File: src/rtl/kdeq_pkg.sv
// Shared types and constants for the key debounce event queue.
// No dependencies; every other file in rtl/ imports this package.
package kdeq_pkg;

	localparam int KEY_W  = 2;   // key index carried in events and commands
	localparam int RAW_W  = 4;   // width of the raw level and read status words
	localparam int TICK_W = 4;   // debounce counters and tick registers
	localparam int ADDR_W = 3;   // APB byte address
	localparam int DATA_W = 32;  // APB data
	localparam int REG_SEL_BIT = 2;

	localparam logic [TICK_W-1:0] DEFAULT_TICKS = TICK_W'(4);

	// register select, taken from paddr[REG_SEL_BIT]
	localparam logic REG_PRESS   = 1'b0;
	localparam logic REG_RELEASE = 1'b1;

	typedef enum logic [2:0] {
		CMD_SCAN    = 3'd0,
		CMD_EDGE    = 3'd1,
		CMD_POP     = 3'd2,
		CMD_CONSUME = 3'd3,
		CMD_INIT    = 3'd4
	} cmd_t;

	typedef struct packed {
		logic              stable;
		logic              armed;
		logic [TICK_W-1:0] press_cnt;
		logic [TICK_W-1:0] rel_cnt;
	} key_state_t;

	// request from the sequencer to the event queue
	typedef struct packed {
		logic             push;
		logic             pop;
		logic             consume;
		logic             clear;
		logic [KEY_W-1:0] key;
	} q_req_t;

	// completion of a pop or consume request
	typedef struct packed {
		logic             done;
		logic             ok;
		logic [KEY_W-1:0] key;
	} q_stat_t;

endpackage

File: src/rtl/kdeq_debounce.sv
// Per-key debounce update: one key's counters and flags against one sample.
// Depends on kdeq_pkg (key_state_t, TICK_W).
module kdeq_debounce import kdeq_pkg::*; (
	input  key_state_t        state_in,
	input  logic              sample,
	input  logic              sample_ok,
	input  logic [TICK_W-1:0] press_ticks,
	input  logic [TICK_W-1:0] release_ticks,
	output key_state_t        state_out,
	output logic              confirm
);

	always_comb begin
		logic [TICK_W-1:0] cnt;
		cnt = '0;
		state_out = state_in;
		confirm = 1'b0;
		if ((state_in.armed || state_in.stable) && sample_ok) begin
			if (!state_in.stable) begin
				if (sample) begin
					cnt = (state_in.press_cnt < press_ticks) ?
						state_in.press_cnt + 1'b1 : state_in.press_cnt;
					if (cnt >= press_ticks) begin
						confirm = 1'b1;
						state_out = '{stable: 1'b1, armed: 1'b0, press_cnt: '0, rel_cnt: '0};
					end else begin
						state_out.press_cnt = cnt;
					end
				end else begin
					// contrary sample: drop the attempt
					state_out.press_cnt = '0;
					state_out.armed = 1'b0;
				end
			end else begin
				if (!sample) begin
					cnt = (state_in.rel_cnt < release_ticks) ?
						state_in.rel_cnt + 1'b1 : state_in.rel_cnt;
					if (cnt >= release_ticks) begin
						state_out = '{stable: 1'b0, armed: 1'b0, press_cnt: '0, rel_cnt: '0};
					end else begin
						state_out.rel_cnt = cnt;
					end
				end else begin
					state_out.rel_cnt = '0;
					state_out.armed = 1'b0;
				end
			end
		end
	end

endmodule

File: src/rtl/kdeq_queue.sv
// Event FIFO: single-port-read store with head and fill, pop and keyed removal.
// Depends on kdeq_pkg (q_req_t, q_stat_t, KEY_W).
module kdeq_queue import kdeq_pkg::*; #(
	parameter int QUEUE_DEPTH = 16,
	localparam int AW = $clog2(QUEUE_DEPTH),
	localparam int CW = $clog2(QUEUE_DEPTH + 1)
) (
	input  logic          clk,
	input  logic          arst_n,
	input  q_req_t        req,
	output q_stat_t       stat,
	output logic [CW-1:0] fill
);

	typedef enum logic [1:0] {Q_IDLE, Q_POP, Q_SRCH, Q_SHIFT} q_state_t;

	q_state_t         state_q;
	logic [AW-1:0]    head_q;
	logic [CW-1:0]    fill_q;
	logic [CW-1:0]    idx_q;
	logic [CW-1:0]    idx_s1;
	logic             v_s1;
	logic [KEY_W-1:0] key_q;
	q_stat_t          stat_q;
	q_stat_t          stat_d;

	logic [KEY_W-1:0] mem [QUEUE_DEPTH];
	logic [KEY_W-1:0] rd_data_q;
	logic [AW-1:0]    rd_addr;
	logic [AW-1:0]    wr_addr;
	logic [KEY_W-1:0] wr_data;
	logic             wr_en;

	// ring position of the entry at offset k from the head
	function automatic logic [AW-1:0] slot(input logic [AW-1:0] head, input logic [CW-1:0] k);
		logic [CW:0] s;
		s = (CW+1)'(head) + (CW+1)'(k);
		if (s >= (CW+1)'(QUEUE_DEPTH))
			s = s - (CW+1)'(QUEUE_DEPTH);
		return s[AW-1:0];
	endfunction

	always_comb begin
		rd_addr = head_q;
		wr_en   = 1'b0;
		wr_addr = slot(head_q, fill_q);
		wr_data = req.key;
		stat_d  = '0;
		unique case (state_q)
			Q_IDLE: begin
				wr_en = req.push && !req.clear && (fill_q != CW'(QUEUE_DEPTH));
				if (!req.clear && !req.push && (req.pop || req.consume) && (fill_q == '0))
					stat_d = '{done: 1'b1, ok: 1'b0, key: '0};
			end
			Q_POP: begin
				stat_d = '{done: 1'b1, ok: 1'b1, key: rd_data_q};
			end
			Q_SRCH: begin
				rd_addr = slot(head_q, idx_q);
				if (!(v_s1 && (rd_data_q == key_q)) && !(idx_q < fill_q))
					stat_d = '{done: 1'b1, ok: 1'b0, key: '0};
			end
			Q_SHIFT: begin
				// move the entry read last cycle one place toward the head
				rd_addr = slot(head_q, idx_q);
				wr_en   = v_s1;
				wr_addr = slot(head_q, CW'(idx_s1 - 1'b1));
				wr_data = rd_data_q;
				if (!(idx_q < fill_q) && !v_s1)
					stat_d = '{done: 1'b1, ok: 1'b1, key: '0};
			end
			default: begin
			end
		endcase
	end

	always_ff @(posedge clk) begin
		if (wr_en)
			mem[wr_addr] <= wr_data;
		rd_data_q <= mem[rd_addr];
	end

	always_ff @(posedge clk or negedge arst_n) begin
		if (!arst_n) begin
			state_q <= Q_IDLE;
			head_q  <= '0;
			fill_q  <= '0;
			v_s1    <= 1'b0;
			stat_q  <= '0;
		end else begin
			stat_q <= stat_d;
			unique case (state_q)
				Q_IDLE: begin
					if (req.clear) begin
						head_q <= '0;
						fill_q <= '0;
					end else if (req.push) begin
						if (fill_q != CW'(QUEUE_DEPTH))
							fill_q <= fill_q + 1'b1;
					end else if (req.pop) begin
						if (fill_q != '0)
							state_q <= Q_POP;
					end else if (req.consume) begin
						if (fill_q != '0) begin
							key_q   <= req.key;
							idx_q   <= '0;
							v_s1    <= 1'b0;
							state_q <= Q_SRCH;
						end
					end
				end
				Q_POP: begin
					head_q  <= slot(head_q, CW'(1));
					fill_q  <= fill_q - 1'b1;
					state_q <= Q_IDLE;
				end
				Q_SRCH: begin
					if (v_s1 && (rd_data_q == key_q)) begin
						// hit: restart the read stream just past it
						idx_q   <= idx_s1 + 1'b1;
						v_s1    <= 1'b0;
						state_q <= Q_SHIFT;
					end else if (idx_q < fill_q) begin
						v_s1   <= 1'b1;
						idx_s1 <= idx_q;
						idx_q  <= idx_q + 1'b1;
					end else begin
						v_s1    <= 1'b0;
						state_q <= Q_IDLE;
					end
				end
				Q_SHIFT: begin
					if (idx_q < fill_q) begin
						v_s1   <= 1'b1;
						idx_s1 <= idx_q;
						idx_q  <= idx_q + 1'b1;
					end else begin
						v_s1 <= 1'b0;
						if (!v_s1) begin
							fill_q  <= fill_q - 1'b1;
							state_q <= Q_IDLE;
						end
					end
				end
				default: state_q <= Q_IDLE;
			endcase
		end
	end

	assign stat = stat_q;
	assign fill = fill_q;

endmodule

File: src/rtl/key_debounce_event_queue_core.sv
// Top level of the key debouncer with press event FIFO: command sequencer,
// per-key state, tick registers behind an APB port, and the result register.
// Depends on kdeq_pkg, kdeq_debounce and kdeq_queue.
//
// One request is in work at a time; in_ready is high only while the sequencer
// is idle. A scan tick walks the keys one per cycle through a single debounce
// update unit; a consume searches and then compacts the event store one entry
// per cycle through its one read port. A finished result waits in the output
// register until taken. The tick registers reset to 4 and are written at byte
// addresses 0 (press) and 4 (release); a value of 0 behaves like 1. The event
// store has no reset and needs no clearing pass.
module key_debounce_event_queue_core import kdeq_pkg::*; #(
	parameter int NUM_KEYS    = 4,
	parameter int QUEUE_DEPTH = 16,
	localparam int CNT_W = $clog2(QUEUE_DEPTH + 1)
) (
	input  logic              clk,
	input  logic              arst_n,
	input  logic              in_valid,
	output logic              in_ready,
	input  logic [2:0]        cmd,
	input  logic [KEY_W-1:0]  key_index,
	input  logic [RAW_W-1:0]  key_down,
	input  logic [RAW_W-1:0]  read_ok,
	output logic              out_valid,
	input  logic              out_ready,
	output logic              ok,
	output logic [KEY_W-1:0]  key_out,
	output logic [RAW_W-1:0]  pressed_mask,
	output logic [CNT_W-1:0]  queue_count,
	output logic              dropped,
	input  logic              psel,
	input  logic              penable,
	input  logic              pwrite,
	input  logic [ADDR_W-1:0] paddr,
	input  logic [DATA_W-1:0] pwdata,
	output logic [DATA_W-1:0] prdata,
	output logic              pready
);

	localparam int KEY_IW = (NUM_KEYS > 1) ? $clog2(NUM_KEYS) : 1;

	typedef enum logic [1:0] {ST_IDLE, ST_SCAN, ST_QWAIT, ST_FIN} state_t;

	state_t             state_q;
	logic [KEY_IW-1:0]  sc_q;
	logic [NUM_KEYS-1:0] raw_q;
	logic [NUM_KEYS-1:0] rok_q;
	logic               res_ok_q;
	logic [KEY_W-1:0]   res_key_q;
	logic               res_drop_q;
	logic               out_valid_q;
	logic               ok_q;
	logic [KEY_W-1:0]   key_out_q;
	logic [RAW_W-1:0]   mask_q;
	logic [CNT_W-1:0]   count_q;
	logic               drop_q;
	logic [TICK_W-1:0]  press_ticks_q;
	logic [TICK_W-1:0]  release_ticks_q;

	key_state_t         ks_q [NUM_KEYS];
	key_state_t         ks_cur;
	key_state_t         ks_next;
	logic               confirm;

	logic [NUM_KEYS-1:0] raw_in_ext;
	logic [NUM_KEYS-1:0] rok_in_ext;
	logic [RAW_W-1:0]   mask;
	logic               in_fire;
	logic               key_in_range;
	logic [KEY_IW-1:0]  key_sel;
	logic               full;
	logic               cfg_we;

	q_req_t             q_req;
	q_stat_t            q_stat;
	logic [CNT_W-1:0]   q_fill;

	// keys past the raw word have no pin: read failed, released
	for (genvar g = 0; g < NUM_KEYS; g++) begin : g_ext
		if (g < RAW_W) begin : g_pin
			assign raw_in_ext[g] = key_down[g];
			assign rok_in_ext[g] = read_ok[g];
		end else begin : g_nopin
			assign raw_in_ext[g] = 1'b0;
			assign rok_in_ext[g] = 1'b0;
		end
	end

	for (genvar g = 0; g < RAW_W; g++) begin : g_mask
		if (g < NUM_KEYS) begin : g_key
			assign mask[g] = ks_q[g].stable;
		end else begin : g_nokey
			assign mask[g] = 1'b0;
		end
	end

	assign in_ready     = (state_q == ST_IDLE);
	assign in_fire      = in_valid && in_ready;
	assign key_in_range = (int'(key_index) < NUM_KEYS);
	assign key_sel      = KEY_IW'(key_index);
	assign full         = (q_fill == CNT_W'(QUEUE_DEPTH));

	// configuration
	assign pready = 1'b1;
	assign cfg_we = psel && penable && pwrite;

	always_ff @(posedge clk or negedge arst_n) begin
		if (!arst_n) begin
			press_ticks_q   <= DEFAULT_TICKS;
			release_ticks_q <= DEFAULT_TICKS;
		end else if (cfg_we) begin
			unique case (paddr[REG_SEL_BIT])
				REG_PRESS:   press_ticks_q   <= pwdata[TICK_W-1:0];
				REG_RELEASE: release_ticks_q <= pwdata[TICK_W-1:0];
				default: begin
				end
			endcase
		end
	end

	always_comb begin
		unique case (paddr[REG_SEL_BIT])
			REG_PRESS:   prdata = {{(DATA_W-TICK_W){1'b0}}, press_ticks_q};
			REG_RELEASE: prdata = {{(DATA_W-TICK_W){1'b0}}, release_ticks_q};
			default:     prdata = '0;
		endcase
	end

	// shared debounce unit, walked over the keys during a scan
	assign ks_cur = ks_q[sc_q];

	kdeq_debounce u_debounce (
		.state_in      (ks_cur),
		.sample        (raw_q[sc_q]),
		.sample_ok     (rok_q[sc_q]),
		.press_ticks   (press_ticks_q),
		.release_ticks (release_ticks_q),
		.state_out     (ks_next),
		.confirm       (confirm)
	);

	always_comb begin
		q_req.push    = (state_q == ST_SCAN) && confirm && !full;
		q_req.pop     = in_fire && (cmd == CMD_POP);
		q_req.consume = in_fire && (cmd == CMD_CONSUME) && key_in_range;
		q_req.clear   = in_fire && (cmd == CMD_INIT);
		q_req.key     = (state_q == ST_SCAN) ? KEY_W'(sc_q) : key_index;
	end

	kdeq_queue #(.QUEUE_DEPTH(QUEUE_DEPTH)) u_queue (
		.clk    (clk),
		.arst_n (arst_n),
		.req    (q_req),
		.stat   (q_stat),
		.fill   (q_fill)
	);

	// per-key state
	always_ff @(posedge clk or negedge arst_n) begin
		if (!arst_n) begin
			for (int i = 0; i < NUM_KEYS; i++)
				ks_q[i] <= '0;
		end else if (in_fire && (cmd == CMD_EDGE)) begin
			if (key_in_range && !ks_q[key_sel].stable) begin
				ks_q[key_sel].armed     <= 1'b1;
				ks_q[key_sel].press_cnt <= '0;
			end
		end else if (in_fire && (cmd == CMD_INIT)) begin
			for (int i = 0; i < NUM_KEYS; i++)
				ks_q[i] <= '{stable: raw_in_ext[i] && rok_in_ext[i], armed: 1'b0,
					press_cnt: '0, rel_cnt: '0};
		end else if (state_q == ST_SCAN) begin
			ks_q[sc_q] <= ks_next;
		end
	end

	// sequencer and result register
	always_ff @(posedge clk or negedge arst_n) begin
		if (!arst_n) begin
			state_q     <= ST_IDLE;
			out_valid_q <= 1'b0;
			sc_q        <= '0;
		end else begin
			// ST_FIN reloads the result register on its own
			if (out_valid_q && out_ready && (state_q != ST_FIN))
				out_valid_q <= 1'b0;
			unique case (state_q)
				ST_IDLE: begin
					if (in_fire) begin
						res_ok_q   <= 1'b0;
						res_key_q  <= '0;
						res_drop_q <= 1'b0;
						raw_q      <= raw_in_ext;
						rok_q      <= rok_in_ext;
						sc_q       <= '0;
						unique case (cmd)
							CMD_SCAN:    state_q <= ST_SCAN;
							CMD_POP:     state_q <= ST_QWAIT;
							CMD_CONSUME: state_q <= key_in_range ? ST_QWAIT : ST_FIN;
							default:     state_q <= ST_FIN;
						endcase
					end
				end
				ST_SCAN: begin
					if (confirm && full)
						res_drop_q <= 1'b1;
					if (sc_q == KEY_IW'(NUM_KEYS - 1))
						state_q <= ST_FIN;
					else
						sc_q <= sc_q + 1'b1;
				end
				ST_QWAIT: begin
					if (q_stat.done) begin
						res_ok_q  <= q_stat.ok;
						res_key_q <= q_stat.key;
						state_q   <= ST_FIN;
					end
				end
				ST_FIN: begin
					// hold until the previous result is taken
					if (!out_valid_q || out_ready) begin
						out_valid_q <= 1'b1;
						ok_q        <= res_ok_q;
						key_out_q   <= res_key_q;
						drop_q      <= res_drop_q;
						mask_q      <= mask;
						count_q     <= q_fill;
						state_q     <= ST_IDLE;
					end
				end
				default: state_q <= ST_IDLE;
			endcase
		end
	end

	assign out_valid    = out_valid_q;
	assign ok           = ok_q;
	assign key_out      = key_out_q;
	assign pressed_mask = mask_q;
	assign queue_count  = count_q;
	assign dropped      = drop_q;

endmodule

File: config.mk
export PLATFORM = sky130hd
export DESIGN_NAME = key_debounce_event_queue_core
export DESIGN_NICKNAME = d
export VERILOG_FILES = /design/src/rtl/kdeq_pkg.sv /design/src/rtl/kdeq_debounce.sv /design/src/rtl/kdeq_queue.sv /design/src/rtl/key_debounce_event_queue_core.sv
export SDC_FILE = /design/constraint.sdc
export NUM_CORES = 1
export LEC_CHECK = 0
export BUFFER_PORTS_ARGS = -buffer_cell sky130_fd_sc_hd__buf_2
export CORE_ASPECT_RATIO = 0.6
export CORE_MARGIN = 2
export CORE_UTILIZATION = 26
export CTS_BUF_LIST = sky130_fd_sc_hd__clkbuf_16
export DETAILED_ROUTE_END_ITERATION = 10
export GPL_ROUTABILITY_DRIVEN = 0
export PLACE_DENSITY_LB_ADDON = 0.12
export SLEW_MARGIN = 20
export SYNTH_ARGS = -nofsm -noshare
export SYNTH_HDL_FRONTEND = slang
export SYNTH_SLANG_ARGS = --single-unit
File: constraint.sdc
create_clock -name clk -period 5.6 [get_ports clk]
set_input_delay 0.84 -clock clk [delete_from_list [all_inputs] [get_ports clk]]
set_output_delay 0.84 -clock clk [all_outputs]
set_load 0.03 [all_outputs]
* Yosys cells after proc, flatten, opt, wreduce, memory -nomap -nowiden
Memory sizes are Yosys's and may differ from the RTL's. A register that Yosys moved wholly into a read port is not among the register bits. Index checks and enable logic that the tools add are counted.
Operators by class: equality and inequality tests 37, $lt $le $gt $ge 14, add/sub/neg operators 16, bitwise operators 6, multiplexer cells 116, reduce and logical (&&, ||, !) cells 67
Operators by type and width (number):
- $mux 40 | 4
- $bwmux 40 | 3
- $mux 5 | 15
- $mux 4 | 18
- $mux 10 | 7
- $pmux 32 s2 | 1
- $demux 10 s2 | 3
- $bmux 10 s2 | 2
- $mux 2 | 20
- $pmux 5 s3 | 2
- $logic_and 1x1->1 | 27
- $mux 1 | 24
- $ne 2x2->1 const B | 10
- $add 4x5->6 | 3
- $ge 6x5->1 const B | 3
- $pmux 2 s4 | 2
- $pmux 4 s4 | 1
- $sub 4x1->4 const B | 4
- $add 5x1->5 const B | 3
- $ne 2x1->1 const B | 7
- $reduce_and 7->1 | 2
- $pmux 2 s2 | 3
- $reduce_and 3->1 | 4
- $reduce_and 4->1 | 3
- 45 further kinds | 85
Storage, ports and cells: flip-flop bits (word level) 106, memory bits (writable) 32, memories kept 1
Memory list:
- u_queue.mem | words 16, bits a word 2, rd ports 1, clocked after Yosys merged registers in 1, write ports 1, RTL line kdeq_queue.sv:27 | logic [KEY_W-1:0] mem [QUEUE_DEPTH];

* Logic depth before layout (Yosys ltp)
Gate-level depths: netlist (run 1).
depth after elaboration 19, mapped depth 17

* By module
A second synthesis (run 1) with hierarchy kept.
Unflattened totals: cells, all modules 805, area total of the unflattened synthesis 8709.6 µm²
Modules (own cells, without submodules):
- key_debounce_event_queue_core | sequential area each 2079.5 µm², area an instance 4301.6 µm², times used 1, cells each 369
- kdeq_queue | sequential area each 1761.7 µm², area an instance 3585.9 µm², times used 1, cells each 327
- kdeq_debounce | sequential area each 0.0 µm², area an instance 822.0 µm², times used 1, cells each 109

* Worst setup path before layout (run 1)
OpenSTA, ideal clock, no wires.
path kind flip-flop to flip-flop, start reg sc_q[0], end reg ks_q[11] (netlist bit), data arrival time 4562 ps, data required time 5533 ps, clock period less this slack 4628 ps, buffers on the path 2, slack 972 ps, cell stages (with the launch flop) 15, library setup time 67 ps, cells stage by stage dfrtp_1 -> buf_6 -> buf_2 -> mux4_2 -> ha_1 -> or3b_2 -> a211o_1 -> o21ai_0 -> mux2_2 -> ha_1 -> a2111oi_0 -> o21a_1 -> nand3_1 -> o2bb2ai_1 -> a22o_1
Between the ends: word-level cells in the longest chain between the ends 15
RTL lines:
- start, declared | RTL line key_debounce_event_queue_core.sv:46 | logic [KEY_IW-1:0] sc_q;
- start signal, assigned | RTL line key_debounce_event_queue_core.sv:211 | sc_q <= sc_q + 1'b1;
- $not 2->3 (not written as such) | RTL line key_debounce_event_queue_core.sv:131, key_debounce_event_queue_core.sv:174
- $bmux 10 s2 | RTL line key_debounce_event_queue_core.sv:131 | assign ks_cur = ks_q[sc_q];
- $mux 10 (not written as such) (2 in a row) | RTL line key_debounce_event_queue_core.sv:131
- $add 4x1->4, or another cell as far along | RTL line kdeq_debounce.sv:22 | state_in.press_cnt + 1'b1 : state_in.press_cnt;
- $mux 4 (on tied branches) | RTL line kdeq_debounce.sv:21, kdeq_debounce.sv:36
- $ge 4x4->1 (on tied branches) | RTL line kdeq_debounce.sv:23, kdeq_debounce.sv:38
- $mux 4 (on tied branches) | RTL line kdeq_debounce.sv:23, kdeq_debounce.sv:38
- $mux 4 (on tied branches) | RTL line kdeq_debounce.sv:20, kdeq_debounce.sv:35
- $mux 10 | RTL line kdeq_debounce.sv:19 | if (!state_in.stable) begin
- $mux 10 | RTL line kdeq_debounce.sv:18 | if ((state_in.armed || state_in.stable) && sample_ok) begin
- $bwmux 40 (*) | RTL line key_debounce_event_queue_core.sv:174 | ks_q[sc_q] <= ks_next;
- $mux 40 (*) | RTL line key_debounce_event_queue_core.sv:173 | end else if (state_q == ST_SCAN) begin
- $mux 40 (*) | RTL line key_debounce_event_queue_core.sv:169 | end else if (in_fire && (cmd == CMD_INIT)) begin
- $mux 40 (*) | RTL line key_debounce_event_queue_core.sv:164 | end else if (in_fire && (cmd == CMD_EDGE)) begin
- end signal, assigned by index | RTL line key_debounce_event_queue_core.sv:171 | ks_q[i] <= '{stable: raw_in_ext[i] && rok_in_ext[i], armed: 1'b0,
- end signal, assigned by index | RTL line key_debounce_event_queue_core.sv:174
- end, declared | RTL line key_debounce_event_queue_core.sv:61 | key_state_t ks_q [NUM_KEYS];
Every way passes the cells marked *; elsewhere a longest branch is shown, timed or not. The select of a mux whose other input is x is not followed. A chain may end at the register's enable or synchronous reset.

* Worst setup path in the final report (run 1)
Same ends and word-level chain as after synthesis.

==> results of run 1 <==
-- state kept, by name (all words and copies together), names as in the netlist, 5 cells and up --
register / flops
u_queue.idx_s1: 5
u_queue.fill: 5
u_queue.mem: 32
queue_count: 5
u_queue.idx_q: 5
ks_q: 40
-- worst register-to-register path: cells and delay by family (launching register included) --
family,cells,cell delay (ps)
muxes,2,1060
adders and majority gates,2,500
DFF,1,750
and+or+nand+nor,2,630
AOI/OAI and AO/OA,6,1780
buffers and inverters,1,210
-- through the flow --
| step | worst slack (ps) | hold slack (ps) | util [%] |
|---|---|---|---|
| after global routing | 237 | 306 | 30.0 |
| after floorplan | 972 | 400 | - |
| after CTS | 546 | 301 | 30.0 |
| after global placement | 573 | 413 | 28.1 |
| after detailed placement | 597 | 406 | 28.1 |
| final | 599 | 305 | 30.0 |
-- path summary, 6_finish.rpt --
kind / depth (start not counted) / to / from / slack [ps]
setup reg to reg: 13 / ks_q[11] / sc_q[0] / 600
hold / removal: 1 / ks_q[14] / arst_n / 300
hold reg to reg: 0 / dropped / res_drop_q / 420
min in group clk: 0 / dropped / res_drop_q / 420
setup / recovery: 13 / ks_q[11] / sc_q[0] / 600
max in group asynchronous: 2 / ks_q[20] / arst_n / 4260
-- area by class of cell --
class,instances,area [um^2],share of cell area [%]
Multi-Input combinational cell,527,3950,42.4
Clock buffer,17,425,4.56
Tap cell,416,520,5.58
Timing Repair Buffer,49,263,2.82
Sequential cell,140,3840,41.2
Clock inverter,15,176,1.89
Inverter,39,146,1.57
-- report_power, final --
group	internal (W)	total (W)	switching (W)	leakage [nW]
Sequential	0.00137	0.00160	0.000238	1.56
Combinational	0.000833	0.00225	0.00142	1.98
Clock	0.000672	0.00118	0.000509	0.295
Total	0.00287	0.00504	0.00216	3.84
-- per-layer routing --
| metal | share of wire (%) | global-route usage (%) |
|---|---|---|
| met5 | 0 | 0 |
| met4 | 0.92 | 3.72 |
| met3 | 4.4 | 3.26 |
| met2 | 33 | 15.4 |
| met1 | 62 | 25.9 |
-- cell families after synthesis --
kind of cell	Yosys count	share of synthesized area, %
simple gates	188	11.8
compound gates	167	14.4
flops	140	47.2
buf+inv	87	5.65
mux	70	10.6
fa+ha+maj	49	7.71
xor+xnor	24	2.58
other cells	2	0.0922
-- synth_stat cells, drive strengths merged, types with 3 or more instances --
| library cell | number |
|---|---|
| a211oi | 4 |
| a21o | 4 |
| a21oi | 29 |
| a22o | 22 |
| a31oi | 6 |
| a32oi | 4 |
| and2 | 7 |
| and3 | 4 |
| buf | 37 |
| clkbuf | 11 |
| dfrtp | 67 |
| edfxtp | 69 |
| ha | 47 |
| inv | 39 |
| mux2 | 21 |
| mux2i | 38 |
| mux4 | 11 |
| nand2 | 65 |
| nand2b | 9 |
| nand3 | 13 |
| nand3b | 4 |
| nand4 | 8 |
| nor2 | 33 |
| nor2b | 6 |
| nor3 | 15 |
| o211ai | 7 |
| o21a | 5 |
| o21ai | 34 |
| o22a | 5 |
| o22ai | 8 |
| o2bb2ai | 8 |
| o31ai | 9 |
| o41ai | 3 |
| or2 | 3 |
| or3 | 6 |
| xnor2 | 13 |
| xor2 | 11 |
==> results.ini, run 1 <==
[outcome]
status = completed

[yosys]
yosysUniqueCellTypes = 75
yosysSeqAreaShare_pct = 47.2
synthFlopType = edfxtp_1
synth_top_cell_by_area = edfxtp_1
synth_area_leaders = edfxtp_1 (25%), dfrtp_1 (21%), ha_1 (7.2%)
yosysWarnings = 0
synth-async-reset-ratio_pct = 49.3
synth-edff-count = 69
syn-cell-area_um2 = 8140
synth_seq_cells = 140
avgSynthCellArea_um2 = 11.2
syn-instance-count = 727
synth_top_area_share_pct = 25.4

[clocking]
cts_root_buffer = clkbuf_16
cts_max_path_buffers = 2
clock-sinks = 140
cts-buffers-inserted = 17
postCtsSetupBuffers = 0
htree_levels = 4
insertion_delay_ps = 440
path_clk_slew_ps = 70
cts_hold_buf = 0
cts_resized = 0
cts_tree = yes

[die]
die_height_um = 141
die_w_um = 232
rows = 50
die_area_um2 = 32800
io_pins = 103
core_area_um2 = 31000
start_util_pct = 26.2

[timing]
slew_viol_final = 0
finalHoldViolCount = 0
worstMarginPinSlew_ps = 922
rsz0062_at_grt = no
tns_ps = 0
fin_crit_sh_pct = 89.3
slew_headroom_pct = 37.7
timing.final.setup_violations = 0
post-route-min-period_ps = 5000
fmax_mhz = 200
fin_skew_ps = 12.9

[global_routing]
antenna_found_initial = 0
grt_pass1_vias = 5360
grt_pass1_wl_um = 34700
grt_max_degree = 51
grtUsageTotal_pct = 14.4
overflow = 0

[setup_path]
start_kind = flop
cpMaxStageDelayCell = dfrtp_1
path_cells = mux4_2 -> ha_1 -> or3b_2 -> a211o_1 -> o21ai_0 -> mux2_2 -> ha_1 -> a2111oi_0 -> buf_4 -> o21a_1 -> nand3_1 -> o2bb2ai_1 -> a22o_1
crit_family = compound AO/OA/AOI/OAI gates
path_class = flop to flop
slowest_delay_ps = 750
path_max_fanout = 10
required_ps = 5980
crit_top_cell = ha_1
cp_num_buf_inv = 1
worstPathArrival_ps = 5380
end_kind = flop

[power]
p_total_w = 0.00504
powerDensity_nw_per_um2 = 540
ir_drop_mv = 0.219
power.leakage_nw = 3.84

[placement]
port_buffers = 43
dpl_cell_area_um2 = 8710
place_inst = 1171
dpl.hpwl_um = 17400

[finish]
mostFrequentLayoutCell = edfxtp_1
diodes = 0
n_fill_cell = 3240
drive_gt1_share_pct = 16.1
design_area_um2 = 9320
area_growth_pct = 14.4
final_cells = 1203
fin_nets = 878
final_cell_mix = edfxtp_1 (69), dfrtp_1 (67), nand2_1 (64), ha_1 (47), buf_2 (42)

[detailed_routing]
dr.pass1.iters = 7
drt-total-wl_um = 22600
drt-wirelength-per-cell_um = 18.8
drcViolationCount = 0
vias_per_cell = 4.71
drt_iter0_markers = 559
ant_nets = 0
vias = 5662

[worst_hold_path]
holdCritPathClass = primary input to async pin

[run]
cap_violations = 0

No activity file was read; power rests on OpenSTA's default activity.
==> run 2: changes to the inputs <==
SYNTH_HIERARCHICAL = 1   (was unset)
==> results.ini, run 2 <==
[yosys]
synth_area_leaders = edfxtp_1 (24%), dfrtp_1 (19%), ha_1 (6.8%)
synth_most_common_cell = nor2_1
synth-edff-count = 69  ; unchanged
synth_common_cells = nor2_1 (71), edfxtp_1 (69), dfrtp_1 (67), nand2_1 (58), inv_1 (48)
synth_compound_area_share_pct = 14.1  ; -0.30 points
yosysWarnings = 6  ; +6
synth_mux_area_share_pct = 12.1  ; +1.5 points
synthAdderAreaFrac_pct = 7.21  ; -0.50 points
synth_xor_area_share_pct = 2.61  ; +0.034 points
synth-simple-area-share_pct = 13.4  ; +1.6 points
yosysUniqueCellTypes = 84  ; +12%
avgSynthCellArea_um2 = 10.8  ; -3.4%
syn-instance-count = 805  ; +11%
yosysSeqAreaShare_pct = 44.1  ; -3.1 points
synth_top_family_by_area = compound AO/OA/AOI/OAI gates
synthFlopType = edfxtp_1
synth_top_cell_by_area = edfxtp_1
synth-async-reset-ratio_pct = 49.3  ; unchanged
synth_seq_cells = 140  ; unchanged
synth_top_area_share_pct = 23.8  ; -1.7 points
syn-cell-area_um2 = 8710  ; +6.9%

[finish]
regMostFlops = ks_q
area_growth_pct = 13.2
design_area_um2 = 9860  ; +5.8%
final_cell_mix = nor2_1 (71), edfxtp_1 (69), dfrtp_1 (67), nand2_1 (58), inv_1 (50)
largest_reg_flops = 40  ; unchanged
drive_gt1_share_pct = 17.4  ; +1.3 points
diodes = 0  ; unchanged
reg_top3 = ks_q: 40 flops, u_queue/mem: 32 flops
fin_nets = 947  ; +7.9%
mostFrequentLayoutCell = nor2_1

[setup_path]
path_max_fanout = 6  ; -4
slowest_delay_ps = 640  ; -110 ps
reg2reg_slack_ps = 380  ; -220 ps
cpMaxStageDelayCell = mux4_2
crit_cells = 17  ; +4
endpoint = u_queue/idx_q[2]
end_kind = flop
regToRegEndpoint = u_queue/idx_q[2]
start_kind = flop
crit_family = simple AND/OR/NAND/NOR gates
required_ps = 5670  ; -310 ps
path_class = flop to flop
ff2ff_path_depth = 17  ; +4
worstPathArrival_ps = 5290  ; -90 ps
timing.critical_path.from = sc_q[0]
cp_num_buf_inv = 0  ; -1
timing.rr.start = sc_q[0]
path_cells = mux4_2 -> ha_1 -> or2_1 -> a21oi_1 -> or2_1 -> xnor2_1 -> ha_1 -> nand2b_1 -> a2111oi_4 -> or2_2 -> nor2_1 -> nand2_1 -> a21oi_1 -> or3_1 -> o21ai_0 -> o21ai_0 -> nor2_1

[detailed_routing]
drt-wirelength-per-cell_um = 18.6  ; -1.1%
ant_nets = 0  ; unchanged
vias = 6101  ; +7.8%
drt-total-wl_um = 24300  ; +7.4%
highest_layer = met4
met3WireLength_um = 846  ; -15%
vias_per_cell = 4.67  ; -0.74%
wl_met1_um = 15100  ; +7.4%
met2_length_um = 8120  ; +9.7%
drcViolationCount = 0  ; unchanged
drt_iter0_markers = 417  ; -25%
dr.pass1.iters = 4  ; -3

[clocking]
clock-sinks = 140  ; unchanged
cts_root_buffer = clkbuf_16
cts_resized = 0  ; unchanged
cts_hold_buf = 0  ; unchanged
path_clk_slew_ps = 60  ; about the same
postCtsSetupBuffers = 0  ; unchanged
htree_levels = 4  ; unchanged
cts-buffers-inserted = 17  ; unchanged
cts_tree = yes
cts_max_path_buffers = 2  ; unchanged
insertion_delay_ps = 450  ; about the same

[run]
cap_violations = 0  ; unchanged

[global_routing]
grt_pass1_wl_um = 37200  ; +7.0%
antenna_found_initial = 0  ; unchanged
grt_max_degree = 42  ; -18%
grtUsageTotal_pct = 14.4  ; -0.060 points
grt_pass1_vias = 5712  ; +6.6%
overflow = 0  ; unchanged

[placement]
port_buffers = 43  ; unchanged
dpl.hpwl_um = 18300  ; +5.5%
dpl_cell_area_um2 = 9270  ; +6.4%

[power]
p_total_w = 0.00587  ; +17%
powerDensity_nw_per_um2 = 595  ; +10%
power.leakage_nw = 4.04  ; +5.2%
ir_drop_mv = 0.229  ; +4.5%

[timing]
fmax_mhz = 192  ; -4.1%
worstMarginPinSlew_ps = 1180  ; +257 ps
tns_ps = 0  ; unchanged
rsz0062_at_grt = no
fin_crit_sh_pct = 93.2  ; +3.9 points
timing.final.setup_violations = 0  ; unchanged
fin_skew_ps = 14.9  ; +1.96 ps
finalHoldViolCount = 0  ; unchanged
slew_headroom_pct = 21.2  ; -16 points
slew_viol_final = 0  ; unchanged
post-route-min-period_ps = 5220  ; +216 ps

[die]
rows = 51  ; +2.0%
die_area_um2 = 35000  ; +6.8%
die_w_um = 240  ; +3.4%
start_util_pct = 26.6  ; +0.36 points
core_area_um2 = 32700  ; +5.5%
die_height_um = 146  ; +3.3%
io_pins = 103  ; unchanged

[outcome]
status = completed

[worst_hold_path]
holdCritPathClass = primary input to async pin

-- run 2: cell count changes in the layout (fill, tap and decap cells not counted), sizes merged, moves of 9 or more --
| cell | delta |
|---|---|
| nor2 | +38 |
| a22o | -11 |
| inv | +10 |
| mux2i | +10 |
| o21ai | +9 |
-- run 2: metrics by stage --
stage          hold slack [ps]  std cells  setup WS, ps  utilization [%]
4_1_cts                    395       1306           335             30.1
6_report                   385       1306           383             30.1
3_5_place_dp               405       1274           362             28.3
2_1_floorplan              400        832           485                -
3_3_place_gp               403       1274           378             28.3
5_1_grt                    411       1306          6.41             30.1
-- run 2: area by class of cell --
type	instances	area [um^2]
clock buffer	19	475
clock inverter	13	111
fill	3369	22900
inverter	48	180
multi-input combinational	586	4420
sequential	140	3840
tap	450	563
timing repair buffer	50	270
-- run 2: power by group --
group          internal, W  total, W  switching (W)
registers          0.00141   0.00167       0.000261
clock network     0.000665   0.00114       0.000477
logic              0.00120   0.00306        0.00186
total              0.00328   0.00587        0.00259
-- run 2: kinds of logic after synthesis --
kind of cell | count (synthesis)
flops | 140
buf+inv | 106
fa+ha+maj | 49
other cells | 2
mux | 85
simple gates | 232
xor+xnor | 26
compound gates | 165
-- run 2: routing by layer --
layer | vias up | GRT usage, %
met5 | - | 0
met4 | 0 | 4.01
met3 | 19 | 3.17
met2 | 103 | 15.3
met1 | 3017 | 25.7
li1 | 2962 | -
-- run 2: worst min-delay path by stage --
stage / startpoint / end / slack [ps] / cells past startpoint
6_report: arst_n / ks_q[16] / 380 / 1
5_1_grt: arst_n / ks_q[26] / 410 / 1
4_1_cts: arst_n / out_valid / 400 / 1
3_5_place_dp: res_drop_q / dropped / 400 / 0
3_3_place_gp: res_drop_q / dropped / 400 / 0
2_1_floorplan: res_drop_q / dropped / 400 / 0
